--- config.mk ---
export PLATFORM = sky130hd
export DESIGN_NAME = shgb_fifo
export DESIGN_NICKNAME = d
export VERILOG_FILES = /design/src/rtl/spatial_hash_grid_build_top_macros.svh /design/src/rtl/shgb_pkg.sv /design/src/rtl/shgb_fifo.sv
export SDC_FILE = /design/constraint.sdc
export NUM_CORES = 1
export LEC_CHECK = 0
export BUFFER_PORTS_ARGS = -buffer_cell sky130_fd_sc_hd__buf_2
export CORE_MARGIN = 2
export CORE_UTILIZATION = 46
export CTS_CLUSTER_SIZE = 40
export DETAILED_ROUTE_END_ITERATION = 16
export PLACE_DENSITY = 0.7
export SYNTH_ARGS = -nofsm -noshare
export SYNTH_HDL_FRONTEND = slang
export SYNTH_SLANG_ARGS = --single-unit
--- constraint.sdc ---
create_clock -name clock -period 1.6 [get_ports clock]
set_clock_uncertainty 0.15 [all_clocks]
set_input_delay 0.32 -clock clock [delete_from_list [all_inputs] [get_ports clock]]
set_output_delay 0.32 -clock clock [all_outputs]
set_load 0.05 [all_outputs]
--- src/rtl/spatial_hash_grid_build_top_macros.svh ---
// Assertion macros used by the grid build back end (shgb_back).
`ifndef SPATIAL_HASH_GRID_BUILD_TOP_MACROS_SVH
`define SPATIAL_HASH_GRID_BUILD_TOP_MACROS_SVH
`ifndef SYNTHESIS
`define SHGB_ASSERT(label, clk, rst, prop) \
   label: assert property (@(posedge clk) disable iff (rst) prop) \
      else $error("shgb assertion failed");
`define SHGB_ASSERT_ALWAYS(label, clk, prop) \
   label: assert property (@(posedge clk) prop) \
      else $error("shgb assertion failed");
`else
`define SHGB_ASSERT(label, clk, rst, prop)
`define SHGB_ASSERT_ALWAYS(label, clk, prop)
`endif
`endif

--- src/rtl/shgb_pkg.sv ---
package shgb_pkg;

   localparam int POS_W         = 16;
   localparam int POS_FRAC_BITS = 14;
   localparam int AXIS_W        = 5;
   localparam int AXIS_MAX      = 16;
   localparam int SLOT_W        = 4;
   localparam int CT_REG_W      = 13;
   localparam int INV_W         = 7;
   localparam int CID_W         = 12;
   localparam int QRY_W         = 13;
   localparam int OP_W          = 3;
   localparam int STATUS_W      = 2;
   localparam int RANGE_W       = 14;
   localparam int PID_W         = 13;
   localparam int COUNT_W       = 14;
   localparam int CSR_IDX_W     = 3;
   localparam int CSR_DATA_W    = 13;

   typedef enum logic [OP_W-1:0] {
      OP_CLEAR  = 3'd0,
      OP_INSERT = 3'd1,
      OP_BUILD  = 3'd2,
      OP_LOOKUP = 3'd3,
      OP_READ   = 3'd4
   } op_type;

   typedef enum logic [STATUS_W-1:0] {
      ST_OK    = 2'd0,
      ST_FULL  = 2'd1,
      ST_RANGE = 2'd2
   } status_type;

   typedef enum logic [CSR_IDX_W-1:0] {
      CSR_CELLS_X     = 3'd0,
      CSR_CELLS_Y     = 3'd1,
      CSR_CELLS_Z     = 3'd2,
      CSR_CELL_TOTAL  = 3'd3,
      CSR_INV_SPACING = 3'd4
   } csr_index_type;

   typedef enum logic [2:0] {
      F_IDLE, F_QUANT, F_MIX, F_CELL, F_PUSH
   } front_state_type;

   typedef enum logic [3:0] {
      B_SWEEP, B_IDLE, B_INS_WR, B_CNT_RD, B_CNT_B, B_CNT_WR, B_PF_RD, B_PF_WR,
      B_SC_RD, B_SC_B, B_SC_WR, B_LK1, B_LK2, B_RD
   } back_state_type;

   typedef enum logic [1:0] {
      SW_INIT, SW_CLEAR, SW_BUILD
   } sweep_type;

   // Configuration registers as seen by the datapath.
   typedef struct packed {
      logic [AXIS_W-1:0]   cells_x;
      logic [AXIS_W-1:0]   cells_y;
      logic [AXIS_W-1:0]   cells_z;
      logic [CT_REG_W-1:0] cell_total;
      logic [INV_W-1:0]    inv_spacing;
   } cfg_type;

   // One classified request on its way from the front to the back.
   typedef struct packed {
      logic [OP_W-1:0]  op;
      logic [CID_W-1:0] cid;
      logic [QRY_W-1:0] query;
   } job_type;

   // Limits an axis cell count to 1..16.
   function automatic logic [AXIS_W-1:0] sat_axis(input logic [AXIS_W-1:0] v);
      logic [AXIS_W-1:0] r;
      if (v == '0) begin
         r = AXIS_W'(1);
      end else if (v > AXIS_W'(AXIS_MAX)) begin
         r = AXIS_W'(AXIS_MAX);
      end else begin
         r = v;
      end
      return r;
   endfunction

endpackage

--- src/rtl/shgb_fifo.sv ---
module shgb_fifo
   import shgb_pkg::*;
(
   input  logic    clock,
   input  logic    reset,
   input  logic    push,
   input  job_type push_data,
   output logic    full,
   input  logic    pop,
   output job_type head,
   output logic    empty
);

   job_type     slot_ff [2];
   logic        wr_ptr_ff, wr_ptr_in;
   logic        rd_ptr_ff, rd_ptr_in;
   logic [1:0]  fill_ff, fill_in;

   assign full  = (fill_ff == 2'd2);
   assign empty = (fill_ff == 2'd0);
   assign head  = slot_ff[rd_ptr_ff];

   // Pointer and fill bookkeeping.
   always_comb begin
      wr_ptr_in = wr_ptr_ff ^ push;
      rd_ptr_in = rd_ptr_ff ^ pop;
      fill_in   = fill_ff + 2'(push) - 2'(pop);
   end

   always_ff @(posedge clock) begin
      if (reset) begin
         wr_ptr_ff <= 1'b0;
         rd_ptr_ff <= 1'b0;
         fill_ff   <= 2'd0;
      end else begin
         wr_ptr_ff <= wr_ptr_in;
         rd_ptr_ff <= rd_ptr_in;
         fill_ff   <= fill_in;
      end
   end

   // Entry storage needs no reset.
   always_ff @(posedge clock) begin
      if (push) begin
         slot_ff[wr_ptr_ff] <= push_data;
      end
   end

endmodule

==> flow_summary.yaml, run 1 <==
status:
  status: "finished, violations left"
  violations: "setup timing"
sta:
  hold_slack_ns: 0.0362
  post-route-min-period_ns: 1.84
  finalCritPeriodShare_pct: 115
  maxSlewHeadroom_pct: 83.3
  max_freq_mhz: 543
  grt_setup_unrepaired: "yes"
  hold_viol: 0
  setup_viol: 28
  final.setup.worst_slack_ns: -0.242
  tightest_slew_ns: 0.252
  setup_tns_ns: -6.30
  final_max_slew_viol_count: 0
die:
  die-width_um: 74.2
  placement_rows: 25
  start_util_pct: 47.7
  die_area_um2: 5510
  fp.dieH_um: 74.2
  io_pins: 62
  core_um2: 4750
detailed_routing:
  vias: 1176
  drtIter0Drc: 56
  wire_per_inst_um: 15.0
  dr.pass1.iters: 4
  drc_errors: 0
  drtAntennaViolNets: 0
  via_per_inst: 4.61
  routed_wl_um: 3830
logic_synthesis:
  synthCells: 106
  synth_nets: 142
  synth-seq-cells: 60
  netlist_area_um2: 2270
  yosysSeqAreaShare_pct: 77.7
  ys_types: 13
  postSynthAreaPerCell_um2: 21.4
  ys_warn_count: 0
layout:
  finalNonFillerCells: 255
  utilization_pct: 65.5
  drive_gt1_share_pct: 59.6
  fin_area_um2: 3120
  num-nets-final: 219
  ff_latch_area_um2: 1770
  nFillCells: 352
  area_delta_synth_final_pct: 37.3
  num_antenna_cells: 0
  multi_input_area_um2: 464
critical_path:
  required_ns: 1.13
  critPathLaunchType: "flip-flop"
  endpoint_kind: "output port"
  cp_max_fo: 10
  crit_arrival_ns: 1.37
  crit_type: "flip-flop to output port"
grt:
  grt_pass1_wl_um: 5780
  grtUsageTotal_pct: 15.2
  grt_max_degree: 17
  antenna_found_initial: 0
  grt-ovfl-total: 0
  grt_pass1_vias: 1288
power:
  ir_drop_mv: 1.01
  power_mw: 4.00
  powerDensity_nw_per_um2: 1280
  p_leak_nw: 1.22
clocking:
  cts-root-buf: "clkbuf_8"
  cts_sinks: 60
  cts_tree: "built"
  htree_num_levels: 3
  numCtsBuffers: 9
  clkTransAtPathRegs_ns: 0.06
  cts_buffer_depth: 2
  worstSkewPairLatency_ns: 0.32
  hold_buffers: 0
placement:
  dpl_worst_slack_ns: 0.00649
  dp_hpwl_um: 2590
  port_buffers: 61
  placed_area_um2: 2710
  place_congestion: 0.631
  dp.cells: 237
hold_path:
  hp-class: "input port to flip-flop"
flow_run:
  maxCapViolCount: 0
-- registers in the layout, summed over array words and instances (netlist names) --
signal,flops
rd_ptr_ff,1
wr_ptr_ff,1
fill_ff,2
slot_ff,56
-- critical path, stage by stage, from the launching register on --
cell and delay, ns:
dfxtp_4 0.40, buf_12 0.15, mux2_2 0.35, buf_6 0.16
-- layout make-up --
cell class	instances	area share (%)
Tap cell	67	2.69
Timing Repair Buffer	69	19.5
Multi-Input combinational cell	40	14.9
Clock buffer	10	4.10
Sequential cell	60	56.7
Clock inverter	6	1.77
Inverter	3	0.361
-- synth_stat cells --
master,n,area share (%)
nor2b_1,2,0.55
buf_8,1,0.66
ha_1,4,2.2
dfxtp_1,4,3.5
edfxtp_1,56,74
mux2_2,18,8.9
xnor3_1,1,0.99
buf_4,1,0.33
mux2_4,10,6.6
buf_6,1,0.50
nor2_1,4,0.66
xnor2_1,1,0.39
inv_1,3,0.50
-- cells by family after synthesis --
kind of cell             count (synthesis)  share of synthesized area (%)
buffers and inverters                    6                           1.99
multiplexers                            28                           15.6
XOR/XNOR                                 2                           1.38
flip-flops                              60                           77.7
AND/OR/NAND/NOR                          6                           1.21
adder cells (fa/ha/maj)                  4                           2.21
-- final timing paths --
| check | from | end | depth (start not counted) | slack (ns) |
|---|---|---|---|---|
| worst max-delay path | rd_ptr_ff | head[3] | 3 | -0.24 |
| worst min-delay path | push_data[10] | slot_ff[1][10] | 1 | 0.04 |
| worst max register to register | fill_ff[0] | fill_ff[1] | 6 | 0.22 |
| worst min register to register | wr_ptr_ff | wr_ptr_ff | 3 | 0.42 |
-- layout by cell type, fill, tap and decap left out, types with 2 or more instances in the layout --
cell	count
mux2_2	18
clkinv_2	2
nor2_1	4
edfxtp_1	56
buf_12	3
buf_2	32
clkinv_1	2
mux2_4	10
inv_1	3
clkbuf_8	9
buf_6	28
dfxtp_1	3
buf_4	3
nor2b_1	2
ha_1	3
-- layer usage --
layer	up-vias	global-route usage, %	part of all wire [%]
li1	562	-	-
met1	566	17.2	41
met2	46	24.5	52
met3	2	7.18	6.5
met4	0	7.14	0.55
met5	-	0	0
-- where the power goes --
part | internal, mW | switching [mW]
Sequential | 1.83 | 0.0380
Clock | 0.703 | 0.529
Combinational | 0.374 | 0.522
-- what timing repair did --
action | CTS | global route
resized for setup | 61 | 1
setup buffers | 1 | 0
gates cloned | 1 | 0
endpoints found under the setup margin | 28 | 29
Note: power is estimated with default switching activity, not from simulation.
==> inputs of run 2 (changes only) <==
ABC_AREA = 1   (was not set)
==> run 2 against run 1 <==
  * The run still ends with setup timing left
  * Synthesized cell count is 7.5% higher
  * Setup slack got worse by 0.0086 ns
  * Non-clock buffer count is 1 lower
  * Routed wire length grew 7.6%
  * Critical path depth unchanged
  * Sequential power about the same
  * Worst hold slack improved by 0.0018 ns
==> flow_summary.yaml, run 2 <==
sta:
  setup_tns_ns: -6.24
  tightest_slew_ns: 0.248
  hold_viol: 0
  finalCritPeriodShare_pct: 116
  setup_viol: 28
  post-route-min-period_ns: 1.85
  final_max_slew_viol_count: 0
  max_freq_mhz: 540
  grt_setup_unrepaired: "yes"
  final.setup.worst_slack_ns: -0.250
  hold_slack_ns: 0.0380
  maxSlewHeadroom_pct: 83.6
logic_synthesis:
  synthCells: 114
  netlist_area_um2: 2280
  synth-seq-cells: 60
  synth_nets: 150
  ys_types: 14
  synth-main-ff-cell: "edfxtp_1"
  synth_most_common_cell: "edfxtp_1"
  yosys-top-cells-area: "edfxtp_1 (74%), mux2_2 (8.9%), mux2_4 (6.6%)"
  postSynthAreaPerCell_um2: 20.0
  ys_warn_count: 0
  yosysSeqAreaShare_pct: 77.4
  synth_common_cells: "edfxtp_1 (56), mux2_2 (18), mux2_4 (10)"
  yosys.area.top_type: "edfxtp_1"
  synth_top_area_share_pct: 73.8
  synth_edf_count: 56
  async_reset_ff_share_pct: 0
grt:
  grt_pass1_vias: 1326
  top_usage_layer: "met2"
  antenna_found_initial: 0
  grt_max_degree: 25
  grtUsageTotal_pct: 16.3
  use_met3_pct: 5.28
  use_met2_pct: 28.8
  met1_usage_pct: 16.8
  grt-ovfl-total: 0
  grt_pass1_wl_um: 6160
die:
  die-width_um: 74.4
  io_pins: 62
  fp.dieH_um: 74.4
  die_area_um2: 5530
  core_um2: 4750
  placement_rows: 25
  start_util_pct: 47.9
critical_path:
  reg2regPathDepth: 8
  required_ns: 1.13
  cp_max_fo: 10
  rrSetupSlack_ns: 0.08
  crit-reg2reg-launch: "fill_ff[0]"
  crit_type: "flip-flop to output port"
  crit_arrival_ns: 1.38
  r2r-end: "fill_ff[1]"
  endpoint_kind: "output port"
  critPathLaunchType: "flip-flop"
detailed_routing:
  drtIter0Drc: 69
  routed_wl_um: 4120
  dr.pass1.iters: 4
  vias: 1224
  via_per_inst: 4.67
  drtAntennaViolNets: 0
  wire_per_inst_um: 15.7
  drc_errors: 0
layout:
  fin_area_um2: 3100
  area_delta_synth_final_pct: 36.0
  nFillCells: 366
  num-nets-final: 226
  final_common_cell: "edfxtp_1"
  drive_gt1_share_pct: 55.4
  num_antenna_cells: 0
  regMostFlops: "slot_ff"
  top_regs: "slot_ff (56), fill_ff (2)"
  layout_common_cells: "edfxtp_1 (56), buf_2 (32), buf_6 (28)"
  largest_reg_flops: 56
placement:
  dp_hpwl_um: 2680
  placed_area_um2: 2710
  dpl_worst_slack_ns: 0.0118
  place_congestion: 0.626
  port_buffers: 61
clocking:
  cts_buffer_depth: 2
  htree_num_levels: 3
  hold_buffers: 0
  cts_tree: "built"
  numCtsBuffers: 9
  cts_sinks: 60
  clkTransAtPathRegs_ns: 0.06
  worstSkewPairLatency_ns: 0.31
  cts-root-buf: "clkbuf_8"
power:
  powerDensity_nw_per_um2: 1220
  p_sw_mw: 1.06
  ir_drop_mv: 0.894
  seq_power_share_pct: 49.3
  p_leak_nw: 1.23
  combPwrFrac_pct: 23.0
  swShare_pct: 27.9
  clkPwrFrac_pct: 27.7
  p_int_mw: 2.73
status:
  violations: "setup timing"
  status: "finished, violations left"
hold_path:
  min_path_cells: 1
  holdCritStartpoint: "push_data[23]"
  whs_endpoint: "slot_ff[0][23]"
  hp-class: "input port to flip-flop"
flow_run:
  maxCapViolCount: 0
run 2: cell count changes after synthesis:
cell	before	now
nor2b_1	2	0
nand3_1	0	1
xnor3_1	1	0
nor2_1	4	6
nand2_1	0	3
a21oi_1	0	1
inv_1	3	7
run 2: how the worst max path moves through the flow:
stage	from	endpoint	slack [ns]	depth (start not counted)
global route	rd_ptr_ff	head[3]	-0.30	3
finish	rd_ptr_ff	head[18]	-0.25	3
global placement	rd_ptr_ff	head[25]	0.06	3
floorplan	push	slot_ff[1][0]	0.003	1
CTS	rd_ptr_ff	head[4]	-0.27	3
detailed placement	pop	fill_ff[1]	0.01	8
run 2: per-stage QoR:
stage,std cells,util (%),power [mW]
after floorplan,114,-,2.43
after global placement,244,57.0,2.59
after detailed placement,244,57.0,2.62
after CTS,262,64.8,3.81
after global routing,262,65.1,3.93
final,262,65.1,3.78
run 2: repair_timing:
item / 4_1_cts / 5_1_grt
endpoints found under the hold margin: 0 / 0
setup endpoints to repair: 28 / 29
setup buffers: 1 / 0
gates resized for setup: 60 / 4
cloned: 1 / 0
run 2: area by class of cell:
cell class / count / area, um^2 / share of cell area, %
Tap cell: 67 / 83.8 / 2.71
Clock buffer: 12 / 135 / 4.36
Sequential cell: 60 / 1770 / 57.0
Clock inverter: 4 / 16.3 / 0.525
Multi-Input combinational cell: 44 / 469 / 15.2
Inverter: 7 / 26.3 / 0.848
Timing Repair Buffer: 68 / 601 / 19.4
run 2: power by group through the flow:
stage,Sequential [mW],Combinational [mW],Clock [mW]
floorplan,1.88,0.550,0
global placement,1.88,0.708,0
detailed placement,1.89,0.730,0
CTS,1.86,0.867,1.08
global route,1.87,0.912,1.15
finish,1.86,0.872,1.05
run 2: layer usage:
metal	up-vias	wire [um]
li1	583	-
met1	594	1590
met2	43	2300
met3	4	190
met4	0	39
met5	-	0
run 2: cells by family after synthesis:
logic type                 after synthesis  synth area share (%)
AOI/OAI and AO/OA                        1                 0.220
buffers and inverters                   10                  2.64
xor gates and xnor gates                 1                 0.385
DFF                                     60                  77.4
and+or+nand+nor                         10                  1.70
adders and majority gates                4                  2.20
muxes                                   28                  15.5
run 2: critical path, cell delays in order, from the launching register on:
cell and delay, ns:
dfxtp_4 0.40, buf_12 0.15, mux2_2 0.35, buf_6 0.16
