--- src/rtl/spatial_hash_grid_build_top_macros.svh ---
// Assertion macros used by the grid build back end (shgb_back).
`ifndef SPATIAL_HASH_GRID_BUILD_TOP_MACROS_SVH
`define SPATIAL_HASH_GRID_BUILD_TOP_MACROS_SVH
`ifndef SYNTHESIS
`define SHGB_ASSERT(label, clk, rst, prop) \
   label: assert property (@(posedge clk) disable iff (rst) prop) \
      else $error("shgb assertion failed");
`define SHGB_ASSERT_ALWAYS(label, clk, prop) \
   label: assert property (@(posedge clk) prop) \
      else $error("shgb assertion failed");
`else
`define SHGB_ASSERT(label, clk, rst, prop)
`define SHGB_ASSERT_ALWAYS(label, clk, prop)
`endif
`endif

--- src/rtl/shgb_pkg.sv ---
package shgb_pkg;

   localparam int POS_W         = 16;
   localparam int POS_FRAC_BITS = 14;
   localparam int AXIS_W        = 5;
   localparam int AXIS_MAX      = 16;
   localparam int SLOT_W        = 4;
   localparam int CT_REG_W      = 13;
   localparam int INV_W         = 7;
   localparam int CID_W         = 12;
   localparam int QRY_W         = 13;
   localparam int OP_W          = 3;
   localparam int STATUS_W      = 2;
   localparam int RANGE_W       = 14;
   localparam int PID_W         = 13;
   localparam int COUNT_W       = 14;
   localparam int CSR_IDX_W     = 3;
   localparam int CSR_DATA_W    = 13;

   typedef enum logic [OP_W-1:0] {
      OP_CLEAR  = 3'd0,
      OP_INSERT = 3'd1,
      OP_BUILD  = 3'd2,
      OP_LOOKUP = 3'd3,
      OP_READ   = 3'd4
   } op_type;

   typedef enum logic [STATUS_W-1:0] {
      ST_OK    = 2'd0,
      ST_FULL  = 2'd1,
      ST_RANGE = 2'd2
   } status_type;

   typedef enum logic [CSR_IDX_W-1:0] {
      CSR_CELLS_X     = 3'd0,
      CSR_CELLS_Y     = 3'd1,
      CSR_CELLS_Z     = 3'd2,
      CSR_CELL_TOTAL  = 3'd3,
      CSR_INV_SPACING = 3'd4
   } csr_index_type;

   typedef enum logic [2:0] {
      F_IDLE, F_QUANT, F_MIX, F_CELL, F_PUSH
   } front_state_type;

   typedef enum logic [3:0] {
      B_SWEEP, B_IDLE, B_INS_WR, B_CNT_RD, B_CNT_B, B_CNT_WR, B_PF_RD, B_PF_WR,
      B_SC_RD, B_SC_B, B_SC_WR, B_LK1, B_LK2, B_RD
   } back_state_type;

   typedef enum logic [1:0] {
      SW_INIT, SW_CLEAR, SW_BUILD
   } sweep_type;

   // Configuration registers as seen by the datapath.
   typedef struct packed {
      logic [AXIS_W-1:0]   cells_x;
      logic [AXIS_W-1:0]   cells_y;
      logic [AXIS_W-1:0]   cells_z;
      logic [CT_REG_W-1:0] cell_total;
      logic [INV_W-1:0]    inv_spacing;
   } cfg_type;

   // One classified request on its way from the front to the back.
   typedef struct packed {
      logic [OP_W-1:0]  op;
      logic [CID_W-1:0] cid;
      logic [QRY_W-1:0] query;
   } job_type;

   // Limits an axis cell count to 1..16.
   function automatic logic [AXIS_W-1:0] sat_axis(input logic [AXIS_W-1:0] v);
      logic [AXIS_W-1:0] r;
      if (v == '0) begin
         r = AXIS_W'(1);
      end else if (v > AXIS_W'(AXIS_MAX)) begin
         r = AXIS_W'(AXIS_MAX);
      end else begin
         r = v;
      end
      return r;
   endfunction

endpackage

--- src/rtl/shgb_front.sv ---
module shgb_front
   import shgb_pkg::*;
(
   input  logic                    clock,
   input  logic                    reset,
   input  logic                    req_valid,
   output logic                    req_stall,
   input  logic [OP_W-1:0]         req_type,
   input  logic signed [POS_W-1:0] req_pos_x,
   input  logic signed [POS_W-1:0] req_pos_y,
   input  logic signed [POS_W-1:0] req_pos_z,
   input  logic [QRY_W-1:0]        req_query_index,
   input  cfg_type                 cfg,
   input  logic                    init_busy,
   output logic                    push,
   output job_type                 push_data,
   input  logic                    fifo_full
);

   localparam int V_W  = POS_W + INV_W + 2;
   localparam int HALF = 2 ** (POS_FRAC_BITS - 1);
   localparam int T_W  = SLOT_W + AXIS_W;
   localparam int P_W  = T_W + AXIS_W;

   front_state_type          state_ff, state_in;
   logic [OP_W-1:0]          op_ff, op_in;
   logic signed [POS_W-1:0]  px_ff, px_in, py_ff, py_in, pz_ff, pz_in;
   logic [QRY_W-1:0]         q_ff, q_in;
   logic [SLOT_W-1:0]        sx_ff, sx_in, sy_ff, sy_in, sz_ff, sz_in;
   logic [T_W-1:0]           t_ff, t_in;
   logic [CID_W-1:0]         cid_ff, cid_in;
   logic [AXIS_W-1:0]        cx, cy, cz;
   logic [P_W-1:0]           prod;

   // Position to slot: floor((p + 0.5) * inv_spacing), limited to the axis.
   function automatic logic [SLOT_W-1:0] quantize(input logic signed [POS_W-1:0] p,
                                                  input logic [INV_W-1:0] inv,
                                                  input logic [AXIS_W-1:0] axis);
      logic signed [POS_W:0] biased;
      logic signed [V_W-1:0] v;
      logic [V_W-1:0]        slot_wide;
      logic [AXIS_W-1:0]     top;
      logic [SLOT_W-1:0]     r;
      biased    = $signed({p[POS_W-1], p}) + $signed((POS_W + 1)'(HALF));
      v         = biased * $signed({1'b0, inv});
      top       = axis - AXIS_W'(1);
      slot_wide = $unsigned(v) >> POS_FRAC_BITS;
      if (v[V_W-1]) begin
         r = '0;
      end else if (slot_wide > V_W'(top)) begin
         r = SLOT_W'(top);
      end else begin
         r = SLOT_W'(slot_wide);
      end
      return r;
   endfunction

   assign cx        = sat_axis(cfg.cells_x);
   assign cy        = sat_axis(cfg.cells_y);
   assign cz        = sat_axis(cfg.cells_z);
   assign req_stall = (state_ff != F_IDLE) || init_busy;
   assign prod      = P_W'(t_ff) * P_W'(cz);

   assign push_data.op    = op_ff;
   assign push_data.cid   = cid_ff;
   assign push_data.query = q_ff;

   // Request capture, three compute steps for the cell id, then the queue push.
   always_comb begin
      state_in = state_ff;
      op_in    = op_ff;
      px_in    = px_ff;
      py_in    = py_ff;
      pz_in    = pz_ff;
      q_in     = q_ff;
      sx_in    = sx_ff;
      sy_in    = sy_ff;
      sz_in    = sz_ff;
      t_in     = t_ff;
      cid_in   = cid_ff;
      push     = 1'b0;
      unique case (state_ff)
         F_IDLE: begin
            if (req_valid && !req_stall) begin
               op_in    = req_type;
               px_in    = req_pos_x;
               py_in    = req_pos_y;
               pz_in    = req_pos_z;
               q_in     = req_query_index;
               state_in = F_QUANT;
            end
         end
         F_QUANT: begin
            sx_in    = quantize(px_ff, cfg.inv_spacing, cx);
            sy_in    = quantize(py_ff, cfg.inv_spacing, cy);
            sz_in    = quantize(pz_ff, cfg.inv_spacing, cz);
            state_in = F_MIX;
         end
         F_MIX: begin
            t_in     = T_W'(sx_ff) * T_W'(cy) + T_W'(sy_ff);
            state_in = F_CELL;
         end
         F_CELL: begin
            cid_in   = CID_W'(prod + P_W'(sz_ff));
            state_in = F_PUSH;
         end
         F_PUSH: begin
            push = !fifo_full;
            if (!fifo_full) begin
               state_in = F_IDLE;
            end
         end
         default: begin
            state_in = F_IDLE;
         end
      endcase
   end

   always_ff @(posedge clock) begin
      if (reset) begin
         state_ff <= F_IDLE;
      end else begin
         state_ff <= state_in;
      end
   end

   always_ff @(posedge clock) begin
      op_ff  <= op_in;
      px_ff  <= px_in;
      py_ff  <= py_in;
      pz_ff  <= pz_in;
      q_ff   <= q_in;
      sx_ff  <= sx_in;
      sy_ff  <= sy_in;
      sz_ff  <= sz_in;
      t_ff   <= t_in;
      cid_ff <= cid_in;
   end

endmodule

--- config.mk ---
export PLATFORM = sky130hd
export DESIGN_NAME = shgb_front
export DESIGN_NICKNAME = d
export VERILOG_FILES = /design/src/rtl/spatial_hash_grid_build_top_macros.svh /design/src/rtl/shgb_pkg.sv /design/src/rtl/shgb_front.sv
export SDC_FILE = /design/constraint.sdc
export NUM_CORES = 1
export LEC_CHECK = 0
export BUFFER_PORTS_ARGS = -buffer_cell sky130_fd_sc_hd__buf_2
export CAP_MARGIN = 20
export CORE_UTILIZATION = 48
export DETAILED_ROUTE_END_ITERATION = 8
export GPL_ROUTABILITY_DRIVEN = 0
export HOLD_SLACK_MARGIN = 0.12
export PLACE_DENSITY = 0.71
export SYNTH_ARGS = -nofsm -noshare
export SYNTH_HDL_FRONTEND = slang
export SYNTH_SLANG_ARGS = --single-unit
--- constraint.sdc ---
create_clock -name clock -period 22.8 [get_ports clock]
set_clock_uncertainty 0.15 [all_clocks]
set_input_delay 5.7 -clock clock [delete_from_list [all_inputs] [get_ports clock]]
set_output_delay 5.7 -clock clock [all_outputs]
set_load 0.03 [all_outputs]
==> results of run 1 <==
## final cells by class
| class | count | area, sq um |
|---|---|---|
| tap | 504 | 631 |
| timing repair buffer | 129 | 672 |
| sequential | 100 | 2970 |
| multi-input combinational | 1353 | 13800 |
| fill | 3296 | 17300 |
| clock buffer | 11 | 233 |
| clock inverter | 5 | 62.6 |
| inverter | 346 | 1300 |
## power breakdown
part           switching [uW]  total, uW  internal [uW]
Combinational             820       1430            608
Clock                    77.7        164           85.8
Sequential               17.1        255            238
Total                     915       1850            932
## how the worst max path moves through the flow
| stage | from | to | slack, ps | depth (start not counted) |
|---|---|---|---|---|
| detailed placement | cfg[2] | sz_ff[0] | 9750 | 27 |
| floorplan | cfg[2] | sz_ff[0] | 10590 | 27 |
| global placement | cfg[2] | sx_ff[0] | 9940 | 25 |
| global route | cfg[2] | sz_ff[3] | 9500 | 27 |
| CTS | cfg[2] | sz_ff[0] | 10160 | 27 |
| finish | cfg[2] | sz_ff[0] | 10110 | 27 |
## cell families (layout without fill, tap and decap cells)
kind of cell,Yosys count,in the layout
XOR/XNOR,66,66
AO/OA/AOI/OAI,193,193
multiplexers,9,9
adder cells (fa/ha/maj),508,508
buffers and inverters,392,491
AND/OR/NAND/NOR,577,577
flip-flops,100,100
## cells in the mapped netlist, types with 2 or more instances
library cell,instances
inv_1,346
and2_1,322
fa_1,294
ha_1,214
nand2_1,109
edfxtp_1,97
a21oi_1,66
xnor2_1,46
clkbuf_1,45
nor2_1,34
nor2b_1,25
o21ai_0,25
nand3_1,19
xor2_1,18
a31oi_1,16
a21o_1,15
nand2b_1,13
nand4_1,12
o21a_1,11
nor3_1,10
o21bai_1,10
a211oi_1,9
o211ai_1,7
and3_1,6
mux2i_1,6
nor4_1,6
or3_1,6
a2111oi_0,4
nor3b_1,4
a21boi_1,3
a221oi_1,3
dfxtp_1,3
nand4b_1,3
o2111ai_1,3
o31ai_1,3
a211o_1,2
a21boi_0,2
a31o_2,2
and4_1,2
mux2_2,2
or2_2,2
xnor3_1,2
## stage by stage
stage	hold slack [ps]	setup slack [ps]	util (%)
finish	414	10110	53.2
global route	439	9500	53.2
CTS	409	10160	53.1
detailed placement	393	9750	52.3
global placement	379	9940	52.3
floorplan	356	10590	-
## layout by cell type, fill, tap and decap left out, drive strengths merged, types with 5 or more instances in the layout
| cell type | Yosys | layout |
|---|---|---|
| a211oi | 9 | 9 |
| a21boi | 5 | 5 |
| a21o | 15 | 15 |
| a21oi | 66 | 66 |
| a31oi | 16 | 16 |
| and2 | 322 | 322 |
| and3 | 6 | 6 |
| buf | 1 | 128 |
| clkbuf | 45 | 12 |
| edfxtp | 97 | 97 |
| fa | 294 | 294 |
| ha | 214 | 214 |
| inv | 346 | 347 |
| mux2i | 6 | 6 |
| nand2 | 109 | 109 |
| nand2b | 13 | 13 |
| nand3 | 19 | 19 |
| nand4 | 12 | 12 |
| nor2 | 34 | 34 |
| nor2b | 25 | 25 |
| nor3 | 10 | 10 |
| nor4 | 7 | 7 |
| o211ai | 7 | 7 |
| o21a | 11 | 11 |
| o21ai | 25 | 25 |
| o21bai | 10 | 10 |
| or3 | 6 | 6 |
| xnor2 | 46 | 46 |
| xor2 | 18 | 18 |
## critical path, stage by stage
cell      delay (ps)
buf_2             70
buf_4            530
nand2_1          190
fa_1             560
fa_1             560
inv_1             50
fa_1             480
inv_1             50
fa_1             470
inv_1             40
ha_1             300
nand2_1           60
or4_1            540
and2_1           210
a311oi_2         360
nor3_1           150
o21bai_1         220
xor2_1           270
ha_1             310
a211oi_1         220
a21oi_1          100
nor3_1           340
nand3_1          130
o211ai_1         190
o211ai_1         270
nor2b_1          180
a211oi_1          60
## registers in the layout, indices dropped and copies added, names as in the netlist
name      cells
pz_ff        16
op_ff         3
q_ff         13
cid_ff       12
px_ff        16
py_ff        16
t_ff          9
state_ff      3
sy_ff         4
sz_ff         4
sx_ff         4
## metal layers
| metal | routed length [um] | GRT usage, % |
|---|---|---|
| met5 | 0 | 0 |
| met4 | 640 | 6.26 |
| met3 | 1170 | 2.04 |
| met2 | 19500 | 38.5 |
| met1 | 16000 | 25.3 |
==> summary.md, run 1 <==
| Metric | Value |
|---|---|
| Core Box Area | 37,000 sq um |
| Clock sinks | 100 |
| Die W | 197 um |
| Syn. warnings | 0 |
| Vias in the first global route | 13,800 |
| Longest Clk Path Bufs | 2 |
| Antenna-violating nets left | 0 |
| Worst Path Max Fanout | 60 |
| Dominant cell type by area after synthesis | fa_1 |
| H-Tree Depth | 3 |
| Seq cells post-synth | 100 |
| Post-synthesis xor/xnor area fraction | 3.32% |
| DRT Wirelength | 37,300 um |
| P_leak | 0.00964 uW |
| Syn Area/Cell | 9.87 sq um |
| Layout area overhead | 7.86% |
| Sequential area share after synthesis | 16.3% |
| Die area | 38,700 sq um |
| Reg-to-reg endpoint | sz_ff[0] |
| Start of the worst register-to-register path | pz_ff[7] |
| Final layout net count | 2,551 |
| Hold buffers post-CTS | 0 |
| GRT Overall Usage | 20.7% |
| Grt ovf | 0 |
| Vias/cell | 5.19 |
| Clk pin slew, worst setup/hold paths | 70 ps |
| Critical Path RT | 22,760 ps |
| Critical Path Start Type | input pin |
| Num CTS Buffers | 9 |
| First drt pass iteration count | 5 |
| Clock latency on the worst-skew pair | 380 ps |
| F_max | 78.8 MHz |
| Residual DRC count | 0 |
| Mapped Cells | 1,845 |
| Placed Area | 19,300 sq um |
| Rows | 70 |
| Period utilization | 55.7% |
| Largest cells by area after synthesis | fa_1 32%, edfxtp_1 16%, ha_1 15% |
| HPWL Detailed | 29,400 um |
| Top-area cell type share of the netlist area | 32.3% |
| Diode count | 0 |
| Status | completed |
| Min-delay worst type | flop to flop |
| Num ports | 134 |
| Postcts setup bufs | 0 |
| Max-capacitance violation count | 0 |
| Power, Total | 1850 uW |
| WL/cell | 15.2 um |
| FF-to-FF setup slack | 15,580 ps |
| Starting DRT DRC Count | 560 |
| Post-layout min period | 12,690 ps |
| Post-synth EDFFs | 97 |
| IO buf count | 120 |
| Initial antenna violation count | 0 |
| Worst setup EP type | flop |
| Top_reg_cell synth | edfxtp_1 |
| Hold endpoint | state_ff[0] |
| R2R depth | 24 |
| Post-CTS sizing | 0 |
| Slew margin rel. | 33.7% |
| Hold Crit Depth | 1 |
| Netlist Area Pre-Place | 18,200 sq um |
| RSZ-0062 raised after global routing | false |
| Via count | 12,700 |
| Async SR Flop Fraction | 0% |
| Worst vdd ir | 0.0520 mV |
| Mapped Nets | 2,457 |
| Setup TNS | 0 ps |
| Final slew viol count | 0 |
| CP arrival | 12,650 ps |
| Mux cell area share after synthesis | 0.515% |
| CTS Root Cell | clkbuf_16 |
| First-pass GRT wire length | 64,500 um |
| Largest family of logic cells by synthesized area | adder cells |
| Final Hold Fails | 0 |
| Type of the worst setup path | input pin to flop |
| Distinct cells, synth | 60 |
| Fin cells | 2,448 |
| Initial Utilization | 49.3% |
| Finished layout cell area | 19,600 sq um |
| CTS tree | done |
| Final setup violating endpoints | 0 |
| Die Ht | 197 um |
| Layout cells sized above 1 | 7.92% |
| Maximum number of pins on one net before global-route repair | 66 |
| Worst Tran Pin Value | 994 ps |
| Placed cells | 2,430 |
| Post-synthesis adder-cell area fraction | 47.0% |
| Compound-Gate Fraction of Synth Area | 6.88% |
| Hold path startpoint | state_ff[0] |
| Post-synthesis simple-gate area fraction | 17.9% |
| Pwr/cell area | 94.0 nW/um^2 |
No activity file was read; power rests on OpenSTA's default activity.
==> inputs of run 2 (changes only) <==
- clock period: 22.8 -> 12.6 ns (I/O delays scaled with it)
==> run 2 against run 1 <==
Register-to-register slack got worse by 10000 ps. Design area barely moved. Critical path depth stayed put. Via count down 0.34%. Cell count about the same. Utilization about the same. Sequential cell count unchanged. Worst setup slack worse by 7700 ps.
==> summary.md, run 2 (synthesis gave the netlist of run 1 again) <==
| Metric | Value |
|---|---|
| Num ports | 134 |
| Via count | 12,700 |
| Worst Tran Pin Value | 983 ps |
| Worst Path Max Fanout | 31 |
| Vias in the first global route | 13,800 |
| First-pass GRT wire length | 63,800 um |
| Clock sinks | 100 |
| Crit path to | sz_ff[0] |
| Type of the worst setup path | input pin to flop |
| F_max | 98.0 MHz |
| Antenna-violating nets left | 0 |
| Worst Setup Slack, final | 2400 ps |
| Die Ht | 197 um |
| Final core utilization | 53.2% |
| Status | completed |
| Post-layout min period | 10,200 ps |
| CTS Root Cell | clkbuf_16 |
| Starting DRT DRC Count | 489 |
| Clk pin slew, worst setup/hold paths | 80 ps |
| Reg-to-reg endpoint | sz_ff[0] |
| R2R depth | 24 |
| Net switching power | 1660 uW |
| Gate power share | 76.8% |
| GRT Overall Usage | 20.6% |
| Final Hold Fails | 0 |
| Sw Share | 49.4% |
| Hold path startpoint | state_ff[0] |
| Diode count | 0 |
| Setup slack after placement | 2080 ps |
| Final layout net count | 2,550 |
| First drt pass iteration count | 5 |
| CP peak stage delay | 550 ps |
| Grt ovf | 0 |
| Die area | 38,700 sq um |
| P_leak | 0.00966 uW |
| Final setup violating endpoints | 0 |
| Placed Area | 19,300 sq um |
| Postcts setup bufs | 0 |
| WL/cell | 15.2 um |
| Critical Path RT | 12,550 ps |
| CP arrival | 10,150 ps |
| Hold Slack | 406 ps |
| Period utilization | 81.0% |
| Core Box Area | 37,000 sq um |
| FF-to-FF setup slack | 5420 ps |
| Worst vdd ir | 0.0846 mV |
| Vias/cell | 5.17 |
| CP dominant cell by count | fa_1 |
| Layout area overhead | 7.95% |
| Crit path from | cfg[4] |
| Clock power frac | 9.4% |
| DRT Wirelength | 37,200 um |
| Commonest non-fill, non-tap cells in the layout | 346 x inv_1, 321 x and2_1, 294 x fa_1, 214 x ha_1, 121 x buf_2 |
| Residual DRC count | 0 |
| Start of the worst register-to-register path | pz_ff[7] |
| Clock latency on the worst-skew pair | 380 ps |
| Die W | 197 um |
| Min-delay worst type | flop to flop |
| Slew margin rel. | 34.5% |
| Rows | 70 |
| Critical Path Start Type | input pin |
| Highest-delay cell along the critical path | fa_1 |
| Layout cells sized above 1 | 7.98% |
| Longest Clk Path Bufs | 2 |
| IO buf count | 120 |
| Internal power | 1690 uW |
| H-Tree Depth | 3 |
| Final slew viol count | 0 |
| Worst setup EP type | flop |
| RSZ-0062 raised after global routing | false |
| Maximum number of pins on one net before global-route repair | 66 |
| Sequential power share | 13.8% |
| HPWL Detailed | 29,600 um |
| Largest regs | px_ff: 16 flops, py_ff: 16 flops, pz_ff: 16 flops |
| Hold buffers post-CTS | 0 |
| CTS tree | done |
| Setup TNS | 0 ps |
| Num CTS Buffers | 9 |
| Initial Utilization | 49.3% |
| Sum of buffers and inverters on the critical path | 5 |
| Critical Path Stages | 27 |
| Initial antenna violation count | 0 |
| Pwr/cell area | 170 nW/um^2 |
| Post-CTS sizing | 0 |
| Crit-path leading delay family | adder cells |
| Max-capacitance violation count | 0 |
| Finished layout cell area | 19,700 sq um |
| Most common cell after layout, fill and taps aside | inv_1 |
==> run 2: cell count changes in the layout (fill, tap and decap cells not counted) <==
cell        previous run  this run
buf_2                120       121
clkbuf_4               1         0
clkinv_8               0         1
inv_6                  1         2
clkinvlp_4             2         0
buf_4                  7         6
inv_8                  0         3
clkbuf_1               2         0
clkinv_4               1         0
==> run 2: power groups by stage <==
stage | registers, uW | clock network (uW) | logic (uW)
after global routing | 467 | 337 | 2960
after global placement | 469 | 0 | 2460
final | 462 | 315 | 2570
after CTS | 462 | 327 | 2580
after floorplan | 464 | 0 | 2010
after detailed placement | 470 | 0 | 2560
==> run 2: layout make-up <==
type | instances | area [sq um]
clock buffer | 9 | 225
clock inverter | 7 | 97.6
fill | 3290 | 17300
inverter | 346 | 1300
multi-input combinational | 1353 | 13800
sequential | 100 | 2970
tap | 504 | 631
timing repair buffer | 128 | 662
==> run 2: how the worst min path moves through the flow <==
stage,slack (ps),endpoint,cells after the start
3_5_place_dp,400,state_ff[0],1
2_1_floorplan,360,state_ff[0],1
3_3_place_gp,380,state_ff[0],1
5_1_grt,440,cid_ff[0],1
4_1_cts,410,state_ff[0],1
6_report,410,state_ff[0],1
==> run 2: metrics by stage <==
step	instances	power [uW]
3_3_place_gp	2429	2930
5_1_grt	2447	3760
6_report	2447	3350
4_1_cts	2445	3370
2_1_floorplan	1845	2470
3_5_place_dp	2429	3030
==> run 2: per-layer routing <==
layer | global-route usage (%) | part of all wire (%) | vias to the layer above
met5 | 0 | 0 | -
met4 | 6.86 | 2.4 | 0
met3 | 2.53 | 3.3 | 52
met2 | 37.3 | 51 | 232
met1 | 25.2 | 43 | 6330
li1 | - | - | 6045
==> run 2: worst register-to-register path, delay by kind of cell, from the launching register on <==
kind | cells | cell delay (ps)
AO/OA/AOI/OAI | 7 | 1430
buffers and inverters | 2 | 90
AND/OR/NAND/NOR | 8 | 1860
flip-flops | 1 | 520
XOR/XNOR | 1 | 260
adder cells (fa/ha/maj) | 6 | 2590
==> inputs of run 3 (changes only) <==
- PLACE_DENSITY: 0.71 -> 0.73
- clock period: 12.6 -> 8.4 ns (I/O delays scaled with it)
==> run 3 against run 2 <==
Cell count grew 3.2%. Design area grew 4.5%. Via count grew 2.6%. Die area is the same. Worst setup slack lost 2100 ps. Sequential cell count is the same. Largest power group unchanged.
==> summary.md, run 3 (synthesis gave the netlist of run 1 again) <==
| Metric | Value |
|---|---|
| Crit path from | cfg[4] |
| Final slew viol count | 0 |
| Hold path startpoint | sz_ff[0] |
| Worst Tran Pin Value | 1080 ps |
| Multi-input logic area | 13,900 sq um |
| Largest regs | px_ff: 16 flops, py_ff: 16 flops, pz_ff: 16 flops |
| CTS Root Cell | clkbuf_16 |
| First drt pass iteration count | 5 |
| First-pass GRT wire length | 65,600 um |
| Core Box Area | 37,000 sq um |
| Vias in the first global route | 14,100 |
| Rows | 70 |
| Hold buffers post-CTS | 0 |
| Longest Clk Path Bufs | 2 |
| Antenna-violating nets left | 0 |
| Setup slack after placement | -430 ps |
| GRT Overall Usage | 21.2% |
| Final layout net count | 2,628 |
| Diode count | 0 |
| CTS tree | done |
| Die area | 38,700 sq um |
| Commonest non-fill, non-tap cells in the layout | 345 x inv_1, 318 x and2_1, 290 x fa_1, 210 x ha_1, 116 x buf_2 |
| Final setup violating endpoints | 0 |
| Worst Path Max Fanout | 12 |
| Max-capacitance violation count | 0 |
| HPWL Detailed | 31,500 um |
| Die Ht | 197 um |
| Starting DRT DRC Count | 576 |
| Worst vdd ir | 0.314 mV |
| Vias/cell | 5.14 |
| Critical Path Start Type | input pin |
| Min-delay worst type | flop to flop |
| H-Tree Depth | 3 |
| Clock sinks | 100 |
| Most common cell after layout, fill and taps aside | inv_1 |
| DRT Wirelength | 38,200 um |
| Final Hold Fails | 0 |
| Type of the worst setup path | input pin to flop |
| Maximum number of pins on one net before global-route repair | 66 |
| Clk pin slew, worst setup/hold paths | 70 ps |
| WL/cell | 15.1 um |
| Pwr/cell area | 273 nW/um^2 |
| Num CTS Buffers | 9 |
| CP arrival | 8070 ps |
| Status | completed |
| Setup TNS | 0 ps |
| Slew margin rel. | 27.4% |
| Residual DRC count | 0 |
| Initial Utilization | 49.3% |
| Period utilization | 96.7% |
| Clock latency on the worst-skew pair | 380 ps |
| Initial antenna violation count | 0 |
| RSZ-0062 raised after global routing | true |
| Layout area overhead | 12.8% |
| Critical Path RT | 8350 ps |
| Layout cells sized above 1 | 12.8% |
| IO buf count | 120 |
| F_max | 123 MHz |
| Num ports | 134 |
| Die W | 197 um |
| Fillers | 3,227 |
| Post-layout min period | 8120 ps |
| P_leak | 0.0101 uW |
| Start of the worst register-to-register path | pz_ff[5] |
| Sequential Area | 2970 sq um |
| Via count | 13,000 |
| Grt ovf | 0 |
| Worst Setup Slack, final | 279 ps |
| Worst setup EP type | flop |
==> run 3: metrics by stage <==
step | utilization, % | hold WS, ps | cells | instance area [sq um] | total power, uW
global route | 55.6 | 449 | 2525 | 20500 | 6240
global placement | 54.1 | 382 | 2506 | 20000 | 4770
floorplan | - | 356 | 1845 | 18200 | 3720
CTS | 55.0 | 411 | 2522 | 20300 | 5500
finish | 55.6 | 412 | 2525 | 20500 | 5610
detailed placement | 54.1 | 390 | 2506 | 20000 | 4950
==> run 3: worst paths after layout <==
| check | endpoint | depth (start not counted) | slack (ps) |
|---|---|---|---|
| max | sz_ff[0] | 26 | 280 |
| min | cid_ff[0] | 1 | 410 |
| max reg2reg | sz_ff[0] | 24 | 1560 |
| min reg2reg | cid_ff[0] | 1 | 410 |
==> run 3: layer usage <==
metal	part of all wire, %	GRT usage [%]	up-vias	wire length, um
li1	-	-	6211	-
met1	42	26.0	6471	16200
met2	51	37.8	242	19600
met3	3.7	2.64	60	1410
met4	2.6	8.13	0	996
met5	0	0	-	0
==> run 3: worst max-delay path, stage by stage <==
cell      delay, ps
buf_12          130
buf_4           150
and2_1          160
fa_2            400
fa_1            480
inv_1            50
fa_1            450
fa_1            500
inv_1            70
ha_4            260
nand2_2          50
or4_4           540
and2_4          170
a311oi_4        320
nor3_2           90
o21bai_1        230
xor2_1          250
ha_1            310
a211oi_2        260
a21oi_2          90
nor3_2          240
nand3_1         120
o211ai_1        180
o211ai_1        240
nor2b_1         180
a211oi_1         60
==> run 3: area by class of cell <==
cell class / count / area share, %
timing repair buffer: 206 / 6.66
tap: 504 / 3.07
inverter: 346 / 6.32
sequential: 100 / 14.5
clock inverter: 5 / 0.524
multi-input combinational: 1353 / 67.8
clock buffer: 11 / 1.13
==> run 3: power breakdown <==
group / switching (uW) / internal, uW
Combinational: 2390 / 2020
Sequential: 47.3 / 647
Clock: 209 / 294
Total: 2650 / 2960
==> run 3: timing repair <==
| action | 4_1_cts | 5_1_grt |
|---|---|---|
| buffers inserted | 0 | 2 |
| cloned | 0 | 0 |
| resized for setup | 4 | 42 |
| pin swaps | 0 | 29 |
| setup endpoints to repair | 7 | 12 |
